File: src/rtl/core/email_address_syntax_checker_unit_defines.svh
// ----------------------------------------------------------------------------
// email address syntax checker assertion macros
// shared assertion forms for the checker rtl
// ----------------------------------------------------------------------------
`ifndef EMAIL_ADDRESS_SYNTAX_CHECKER_UNIT_DEFINES_SVH
`define EMAIL_ADDRESS_SYNTAX_CHECKER_UNIT_DEFINES_SVH

// same-cycle implication
`define ESC_ASSERT_NOW(lbl, clk, rst_n, ante, cons, msg) \
  lbl: assert property (@(posedge clk) disable iff (!rst_n) (ante) |-> (cons)) \
    else $error(msg);

// next-cycle implication
`define ESC_ASSERT_NEXT(lbl, clk, rst_n, ante, cons, msg) \
  lbl: assert property (@(posedge clk) disable iff (!rst_n) (ante) |=> (cons)) \
    else $error(msg);

`endif

File: src/rtl/core/esc_pkg.sv
// ----------------------------------------------------------------------------
// esc_pkg
// types, codes and character sets of the email address syntax checker
// ----------------------------------------------------------------------------
`default_nettype none

package esc_pkg;

  localparam int unsigned BYTE_W = 8;
  localparam int unsigned CFG_IDX_W = 8;

  typedef logic [BYTE_W-1:0] byte_t;
  typedef logic [CFG_IDX_W-1:0] cfg_idx_t;

  localparam cfg_idx_t CFG_LOCAL_MAX = cfg_idx_t'(0);
  localparam cfg_idx_t CFG_DOMAIN_MAX = cfg_idx_t'(1);

  localparam byte_t LOCAL_MAX_RST = byte_t'(64);
  localparam byte_t DOMAIN_MAX_RST = byte_t'(63);

  localparam byte_t CH_AT = 8'h40;
  localparam byte_t CH_DOT = 8'h2E;
  localparam byte_t CH_HYPHEN = 8'h2D;

  typedef struct packed {
    logic is_at;
    logic is_dot;
    logic local_ok;
    logic domain_ok;
  } char_class_t;

  function automatic logic is_alnum(input byte_t c);
    return (c inside {[8'h41:8'h5A], [8'h61:8'h7A], [8'h30:8'h39]});
  endfunction

  function automatic logic is_local_extra(input byte_t c);
    return (c inside {8'h21, 8'h23, 8'h24, 8'h25, 8'h26, 8'h27, 8'h2A, 8'h2B,
                      8'h2D, 8'h2F, 8'h3D, 8'h3F, 8'h5E, 8'h5F, 8'h60, 8'h7B,
                      8'h7C, 8'h7D, 8'h7E, 8'h2E});
  endfunction

endpackage

`default_nettype wire

File: src/rtl/core/esc_classify.sv
// ----------------------------------------------------------------------------
// esc_classify
// sorts one address byte into the character classes the rules need
// ----------------------------------------------------------------------------
`default_nettype none

module esc_classify (
  input  wire esc_pkg::byte_t      ch,
  output esc_pkg::char_class_t     ch_class
);

  always_comb begin
    ch_class.is_at     = (ch == esc_pkg::CH_AT);
    ch_class.is_dot    = (ch == esc_pkg::CH_DOT);
    ch_class.local_ok  = esc_pkg::is_alnum(ch) || esc_pkg::is_local_extra(ch);
    ch_class.domain_ok = esc_pkg::is_alnum(ch) || (ch == esc_pkg::CH_HYPHEN) ||
                         (ch == esc_pkg::CH_DOT);
  end

endmodule

`default_nettype wire

File: src/rtl/core/esc_track.sv
// ----------------------------------------------------------------------------
// esc_track
// per-address state: at sign, part lengths, dot memory and failure flag
// ----------------------------------------------------------------------------
`default_nettype none
`include "email_address_syntax_checker_unit_defines.svh"

module esc_track (
  input  wire                       clk,
  input  wire                       rst_n,
  input  wire                       step,
  input  wire                       last,
  input  wire esc_pkg::char_class_t ch_class,
  input  wire esc_pkg::byte_t       local_max,
  input  wire esc_pkg::byte_t       domain_max,
  output logic                      result_ok
);

  logic           seen_at_r, seen_at_nxt;
  logic           prev_dot_r, prev_dot_nxt;
  logic           failed_r, failed_nxt;
  esc_pkg::byte_t local_cnt_r, local_cnt_nxt;
  esc_pkg::byte_t domain_cnt_r, domain_cnt_nxt;

  always_comb begin
    seen_at_nxt    = seen_at_r;
    prev_dot_nxt   = prev_dot_r;
    failed_nxt     = failed_r;
    local_cnt_nxt  = local_cnt_r;
    domain_cnt_nxt = domain_cnt_r;
    if (ch_class.is_at) begin
      if (seen_at_r || (local_cnt_r == '0)) begin
        failed_nxt = 1'b1;
      end
      seen_at_nxt  = 1'b1;
      prev_dot_nxt = 1'b0;
    end else if (!seen_at_r) begin
      if (!ch_class.local_ok) begin
        failed_nxt = 1'b1;
      end
      if (ch_class.is_dot && ((local_cnt_r == '0) || prev_dot_r)) begin
        failed_nxt = 1'b1;
      end
      if (local_cnt_r >= local_max) begin
        failed_nxt = 1'b1;
      end else begin
        local_cnt_nxt = local_cnt_r + 8'd1;
      end
      prev_dot_nxt = ch_class.is_dot;
    end else begin
      if (!ch_class.domain_ok) begin
        failed_nxt = 1'b1;
      end
      if (ch_class.is_dot && prev_dot_r) begin
        failed_nxt = 1'b1;
      end
      if (domain_cnt_r >= domain_max) begin
        failed_nxt = 1'b1;
      end else begin
        domain_cnt_nxt = domain_cnt_r + 8'd1;
      end
      prev_dot_nxt = ch_class.is_dot;
    end
  end

  assign result_ok = !failed_nxt && seen_at_nxt && (local_cnt_nxt != '0) &&
                     (domain_cnt_nxt != '0) && !prev_dot_nxt;

  always_ff @(posedge clk) begin
    if (!rst_n) begin
      seen_at_r    <= 1'b0;
      prev_dot_r   <= 1'b0;
      failed_r     <= 1'b0;
      local_cnt_r  <= '0;
      domain_cnt_r <= '0;
    end else if (step) begin
      if (last) begin
        seen_at_r    <= 1'b0;
        prev_dot_r   <= 1'b0;
        failed_r     <= 1'b0;
        local_cnt_r  <= '0;
        domain_cnt_r <= '0;
      end else begin
        seen_at_r    <= seen_at_nxt;
        prev_dot_r   <= prev_dot_nxt;
        failed_r     <= failed_nxt;
        local_cnt_r  <= local_cnt_nxt;
        domain_cnt_r <= domain_cnt_nxt;
      end
    end
  end

  `ESC_ASSERT_NEXT(a_clear_after_last, clk, rst_n, step && last,
    !seen_at_r && !failed_r && (local_cnt_r == '0) && (domain_cnt_r == '0),
    "state not cleared after last beat")
  `ESC_ASSERT_NOW(a_domain_needs_at, clk, rst_n, domain_cnt_r != '0, seen_at_r,
    "domain bytes counted without an at sign")
  `ESC_ASSERT_NEXT(a_at_clears_dot, clk, rst_n, step && !last && ch_class.is_at,
    seen_at_r && !prev_dot_r, "at sign did not clear dot memory")
  `ESC_ASSERT_NEXT(a_fail_sticky, clk, rst_n, step && !last && failed_r, failed_r,
    "failure flag dropped inside an address")

endmodule

`default_nettype wire

File: src/rtl/core/email_address_syntax_checker_unit.sv
// a last beat's verdict is registered in the result register and shows on out_
// throughput: one byte per cycle via the single input stage and result register;
// a last beat holds the input stage until the result register is empty or taken
// reset: synchronous active-low rst_n clears all address state and valid flags
// reset: local_max returns to 64 and domain_max to 63
// ----------------------------------------------------------------------------
// email_address_syntax_checker_unit
// checks a byte stream address for email syntax, one verdict per last beat
// ----------------------------------------------------------------------------
`default_nettype none

module email_address_syntax_checker_unit (
  input  wire                   clk,
  input  wire                   rst_n,
  input  wire                   in_valid,
  output logic                  in_ready,
  input  wire esc_pkg::byte_t   in_ch,
  input  wire                   in_last,
  output logic                  out_valid,
  input  wire                   out_ready,
  output logic                  out_valid_res,
  input  wire                   cfg_valid,
  output logic                  cfg_ready,
  input  wire esc_pkg::cfg_idx_t cfg_index,
  input  wire esc_pkg::byte_t   cfg_wdata
);

  esc_pkg::byte_t       local_max_r;
  esc_pkg::byte_t       domain_max_r;
  logic                 s1_valid_r;
  esc_pkg::byte_t       s1_ch_r;
  logic                 s1_last_r;
  logic                 out_valid_r;
  logic                 out_res_r;
  logic                 s1_adv;
  logic                 result_ok;
  esc_pkg::char_class_t ch_class;

  assign cfg_ready = 1'b1;

  always_ff @(posedge clk) begin
    if (!rst_n) begin
      local_max_r  <= esc_pkg::LOCAL_MAX_RST;
      domain_max_r <= esc_pkg::DOMAIN_MAX_RST;
    end else if (cfg_valid && cfg_ready) begin
      case (cfg_index)
        esc_pkg::CFG_LOCAL_MAX:  local_max_r  <= cfg_wdata;
        esc_pkg::CFG_DOMAIN_MAX: domain_max_r <= cfg_wdata;
        default: ;
      endcase
    end
  end

  // a non-last beat never needs the result slot
  assign s1_adv   = s1_valid_r && (!s1_last_r || !out_valid_r || out_ready);
  assign in_ready = !s1_valid_r || s1_adv;

  always_ff @(posedge clk) begin
    if (!rst_n) begin
      s1_valid_r <= 1'b0;
    end else if (in_ready) begin
      s1_valid_r <= in_valid;
    end
  end

  always_ff @(posedge clk) begin
    if (in_valid && in_ready) begin
      s1_ch_r   <= in_ch;
      s1_last_r <= in_last;
    end
  end

  esc_classify u_classify (
    .ch       (s1_ch_r),
    .ch_class (ch_class)
  );

  esc_track u_track (
    .clk        (clk),
    .rst_n      (rst_n),
    .step       (s1_adv),
    .last       (s1_last_r),
    .ch_class   (ch_class),
    .local_max  (local_max_r),
    .domain_max (domain_max_r),
    .result_ok  (result_ok)
  );

  always_ff @(posedge clk) begin
    if (!rst_n) begin
      out_valid_r <= 1'b0;
    end else if (s1_adv && s1_last_r) begin
      out_valid_r <= 1'b1;
    end else if (out_ready) begin
      out_valid_r <= 1'b0;
    end
  end

  always_ff @(posedge clk) begin
    if (s1_adv && s1_last_r) begin
      out_res_r <= result_ok;
    end
  end

  assign out_valid     = out_valid_r;
  assign out_valid_res = out_res_r;

endmodule

`default_nettype wire

File: config.mk
export PLATFORM = sky130hd
export DESIGN_NAME = email_address_syntax_checker_unit
export DESIGN_NICKNAME = d
export VERILOG_FILES = /design/src/rtl/core/esc_pkg.sv /design/src/rtl/core/esc_classify.sv /design/src/rtl/core/esc_track.sv /design/src/rtl/core/email_address_syntax_checker_unit.sv
export VERILOG_INCLUDE_DIRS = /design/src /design/src/rtl/core
export SDC_FILE = /design/constraint.sdc
export NUM_CORES = 1
export LEC_CHECK = 0
export ABC_AREA = 0
export BUFFER_PORTS_ARGS = -buffer_cell sky130_fd_sc_hd__buf_2
export CAP_MARGIN = 5
export CELL_PAD_IN_SITES_DETAIL_PLACEMENT = 1
export CELL_PAD_IN_SITES_GLOBAL_PLACEMENT = 2
export CORE_MARGIN = 1.5
export CORE_UTILIZATION = 30
export DETAILED_ROUTE_END_ITERATION = 12
export PLACE_DENSITY = 0.68
export SYNTH_ARGS = -nofsm -noshare
export SYNTH_HDL_FRONTEND = slang
export SYNTH_SLANG_ARGS = --single-unit
File: constraint.sdc
create_clock -name clk -period 3 [get_ports clk]
set_input_delay 0.6 -clock clk [delete_from_list [all_inputs] [get_ports clk]]
set_output_delay 0.6 -clock clk [all_outputs]
set_load 0.02 [all_outputs]
Word-level counts from Yosys, hierarchy flattened:

Cells that the tools add are included.

* add/sub/neg operators: 2
* $lt $le $gt $ge: 8
* equal/unequal tests: 22
* multiplexer cells: 24
* reductions and logical operators: 34

Operators by type and width (number)
* $eq 8x6->1 const B: 13
* $eq 8x7->1 const B: 8
* $mux 8: 8
* $reduce_bool 20->1: 1
* $add 8x1->8 const B: 2
* $ge 8x7->1 const B: 2
* $ge 8x8->1: 2
* $le 8x7->1 const B: 2
* $logic_not 8->1: 2
* $mux 1: 16
* $reduce_bool 8->1: 2
* $logic_and 1x1->1: 12
* $eq 8x1->1 const B: 1
* $ge 8x6->1 const B: 1
* $le 8x6->1 const B: 1
* $logic_or 1x1->1: 8
* $logic_not 1->1: 5
* $reduce_and 2->1: 2
* $reduce_bool 3->1: 1
* $reduce_bool 2->1: 1

* flip-flop bits (word level): 47
* bits of input ports: 30
* output and inout bits: 4
* word-level logic and storage cells: 102

Depth between registers and ports, before layout:

* depth after elaboration: 15
* depth in mapped cells: 9
* depth with buffers taken out: 9

By module:

From an unflattened synthesis, not the netlist that was laid out.

* cell total of the unflattened synthesis: 356
* area, all modules: 3090.5 um^2

Modules (own cells, without submodules)
* esc_track: times used 1, cells each 230, area an instance 1757.9 um^2, seq. area each 380.4 um^2
* email_address_syntax_checker_unit: times used 1, cells each 95, area an instance 1124.8 um^2, seq. area each 660.6 um^2
* esc_classify: times used 1, cells each 31, area an instance 207.7 um^2, seq. area each 0.0 um^2

Worst setup path before layout:

OpenSTA, ideal clock, no wires.

* path type: register to register
* from: register u_track.domain_cnt_r[0]
* to: register out_res_r (netlist: out_valid_res), data pin
* setup time: 0.262 ns
* arrival time: 2.069 ns
* required time: 2.738 ns
* slack: 0.669 ns
* stages on the path, launching flop included: 10
* buffers on the path: 0
* period minus slack after synthesis: 2.331 ns
* cells stage by stage: dfxtp_1 inv_1 ha_1 nand2b_1 a2111oi_4 o31ai_4 nor3_1 a31oi_1 a211oi_1 nor3_2

* cells in the longest elaborated chain, start to end: 9
* elaborated cells between the ends (all ways): 14
* classes of those cells: 1 x add/sub; 1 x order compare; 6 x mux; 6 x reduce/logical

Ends and longest elaborated chain
* from (decl): RTL line esc_track.sv:23 `esc_pkg::byte_t domain_cnt_r, domain_cnt_nxt;`
* from (signal assigned): RTL line esc_track.sv:88 `domain_cnt_r <= domain_cnt_nxt;`
* branches (longest 7 deep; another with $add 8x1->8)
* $logic_and 1x1->1 *: RTL line esc_track.sv:66 `assign result_ok = !failed_nxt && seen_at_nxt && (local_cnt_nxt != '0) &&`
* $logic_and 1x1->1 *: RTL line esc_track.sv:67 `(domain_cnt_nxt != '0) && !prev_dot_nxt;`
* via result_ok: RTL line email_address_syntax_checker_unit.sv:36 `logic result_ok;`
* to (signal assigned): RTL line email_address_syntax_checker_unit.sv:101 `out_res_r <= result_ok;`
* to (decl): RTL line email_address_syntax_checker_unit.sv:34 `logic out_res_r;`

Mark *: on every way through the listed nets, which the timed path passes.
A chain may end at the register's enable or synchronous reset.

Final worst setup path:

Same ends and word-level chain as after synthesis.

==> flow_metrics.py <==
metrics = {
    "outcome": {
        "status": "finished, final reports clean",
    },
    "floorplan": {
        "io_pins": 34,
        "rows": 36,
        "initial_utilization_pct": 30.70,
        "core_um2": 9729,
        "die_area_um2": 10560,
        "die_h_um": 102.8,
        "fp.dieW_um": 102.8,
    },
    "sta": {
        "setup_viol": 0,
        "hold_violations": 0,
        "grt_setup_unrepaired": "false",
        "worst_pin_slew_ns": 0.9859,
        "max_freq_mhz": 375.8,
        "tns_ns": 0,
        "hold_slack_ns": 0.4538,
        "post-route-period-util_pct": 88.71,
        "report.final.slew_viol_count": 0,
        "max_slew_margin_pct": 33.97,
        "period_minus_slack_ns": 2.661,
        "finClkSkew_ns": 0.009192,
    },
    "global_route": {
        "track_usage_pct": 15.92,
        "grt_overflow": 0,
        "grt_pass1_wl_um": 13070,
        "grt_max_degree": 37,
        "grt_pass1_vias": 2635,
        "antenna_found_initial": 0,
    },
    "yosys": {
        "synth_top_area_share_pct": 24.80,
        "syn_area_um2": 2987,
        "synth_compound_area_share_pct": 20.15,
        "muxShareOfSynthArea_pct": 6.033,
        "synthSimpleGateAreaFrac_pct": 24.30,
        "synthCells": 336,
        "yosys.cell_types.count": 65,
        "synth_area_leaders": "dfxtp_1, edfxtp_1, ha_1",
        "synth_xor_area_share_pct": 1.466,
        "synth_seq_cells": 47,
        "synth_top_family_by_area": "simple AND/OR/NAND/NOR gates",
        "synth_adder_area_share_pct": 7.960,
        "yosysSeqAreaShare_pct": 34.86,
        "yosys_warnings": 0,
        "synth_common_cells": "dfxtp_1, nand2_1, inv_1",
        "synth_top_area_cell": "dfxtp_1",
        "synth_nets": 385,
        "yosysMostFrequentCell": "dfxtp_1",
        "synth_edf_count": 10,
        "synth_flop_cell": "dfxtp_1",
        "async_reset_ff_share_pct": 0,
        "avgSynthCellArea_um2": 8.889,
    },
    "cells_and_area": {
        "multi_input_area_um2": 1798,
        "fillCellCount": 1186,
        "nNetsFinal": 410,
        "fin_cells": 495,
        "area_delta_synth_final_pct": 13.03,
        "drive_above_1_share_pct": 14.92,
        "regArea_um2": 1041,
        "diodes": 0,
    },
    "worst_setup_path": {
        "cp-end-kind": "register",
        "crit_required_ns": 3.06,
        "reg2reg_slack_ns": 0.34,
        "startpoint_type": "register",
        "arrival_ns": 2.72,
        "path_max_fanout": 7,
        "crit_type": "register to register",
    },
    "cts": {
        "cts_hold_buffers": 0,
        "ctsLongestPathBuffers": 2,
        "clock_latency_ns": 0.31,
        "clock_sinks": 47,
        "tritoncts": "built",
        "cts_buffers": 5,
        "clkTransAtPathRegs_ns": 0.10,
        "root_buffer": "clkbuf_8",
        "htreeDepth": 2,
    },
    "pwr": {
        "pwr-share-seq_pct": 55.6,
        "pwr-share-clk_pct": 37.4,
        "p_total_uw": 1213,
        "intPower_uw": 912.1,
        "ir_worst_vdd_uv": 148.8,
        "leakage_uw": 0.001325,
        "combPwrFrac_pct": 7.0,
        "net-switching-power_uw": 300.6,
        "swShare_pct": 24.79,
        "power_density_nw_per_um2": 359.2,
    },
    "route": {
        "drtIter0Drc": 63,
        "drt_wl_total_um": 7900,
        "via_per_inst": 5.154,
        "first_pass_iters": 4,
        "antenna_left": 0,
        "wl_per_cell_um": 15.96,
        "vias": 2551,
        "drc": 0,
    },
    "placed_design": {
        "portBuffers": 32,
        "dp_cells": 487,
        "dp_hpwl_um": 5942,
        "gp_congestion": 0.7396,
    },
    "worst_hold_path": {
        "hold_path.class": "primary input to register",
    },
    "job": {
        "maxCapViolCount": 0,
    },
}
## cells by family after synthesis
| logic type | Yosys count |
|---|---|
| compound gates | 77 |
| fa+ha+maj | 19 |
| xor+xnor | 5 |
| other cells | 1 |
| buf+inv | 39 |
| mux | 18 |
| flops | 47 |
| simple gates | 130 |
## critical path: stages, from the launching register on
cell	delay, ns
dfxtp_1	0.46
inv_1	0.10
ha_1	0.27
nand2b_1	0.18
a2111oi_4	0.45
o31ai_4	0.17
nor3_1	0.34
a31oi_1	0.16
a211oi_2	0.24
nor3_2	0.06
## cells in the final DEF (no fill, tap or decap), types with 3 or more instances in the layout
master    netlist  layout
dfxtp_1        37      37
nor2b_1        19      19
xnor2_1         3       3
or3_1           6       6
a21boi_0        3       3
buf_2           2      32
o21ai_0        13      13
nand4_1         5       5
nand3b_1        4       4
o21ai_1         5       5
a21oi_1        10      10
a21boi_1        9       9
nand3_1         7       7
nor3_1          9       9
nand2b_1        6       6
buf_4           1       3
and3_1          3       3
and2_1          3       3
nor4b_1         3       3
clkbuf_8        0       5
nand2_1        31      31
edfxtp_1       10      10
nor4_1          6       6
mux2i_1        18      18
nor2_1         14      14
a22oi_1         3       3
inv_1          22      22
ha_1           19      19
o21a_1          3       3
## power groups by stage
| stage | clock network [uW] | registers [uW] | logic [uW] |
|---|---|---|---|
| 3_5_place_dp | 0 | 689 | 85.6 |
| 5_1_grt | 494 | 677 | 95.0 |
| 4_1_cts | 473 | 675 | 86.0 |
| 2_1_floorplan | 0 | 680 | 54.7 |
| 3_3_place_gp | 0 | 689 | 84.4 |
| 6_report | 454 | 674 | 84.7 |
## what timing repair did
item,CTS,global route
endpoints found under the setup margin,0,1
resized for setup,0,1
setup buffers,0,0
## per-stage QoR
| stage | cell area (um2) | utilization (%) | setup slack [ns] |
|---|---|---|---|
| 2_1_floorplan | 2987 | - | 0.6694 |
| 3_5_place_dp | 3266 | 33.56 | 0.2638 |
| 6_report | 3376 | 34.70 | 0.3387 |
| 5_1_grt | 3376 | 34.70 | 0.08988 |
| 4_1_cts | 3371 | 34.65 | 0.2352 |
| 3_3_place_gp | 3266 | 33.56 | 0.3126 |
## sequential cells by signal (all words and copies together), names as in the netlist, 8 cells and up
register              flops
u_track.local_cnt_r       8
u_track.domain_cnt_r      8
s1_ch_r                   8
domain_max_r              8
local_max_r               8
## final cells by class
type | count | share of cell area, %
Clock inverter | 1 | 0.2224
Timing Repair Buffer | 35 | 5.411
Sequential cell | 47 | 30.84
Tap cell | 133 | 4.930
Multi-Input combinational cell | 250 | 53.26
Clock buffer | 7 | 2.891
Inverter | 22 | 2.446
## worst paths after layout
path,end,cells past startpoint,from
worst max-delay path,out_valid_res,9,u_track.domain_cnt_r[0]
worst max register to register,out_valid_res,9,u_track.domain_cnt_r[0]
worst min-delay path,s1_ch_r[7],1,in_ch[7]
worst min register to register,u_track.failed_r,1,u_track.failed_r
## layer usage
layer | global-route usage (%) | wire length, um | part of all wire, % | up-vias
met1 | 20.83 | 3860 | 49 | 1258
li1 | - | - | - | 1261
met2 | 27.46 | 3801 | 48 | 23
met3 | 2.237 | 143 | 1.8 | 9
met4 | 4.470 | 93 | 1.2 | 0
met5 | 0 | 0 | 0 | -
Power figures use the tool's default switching activity.
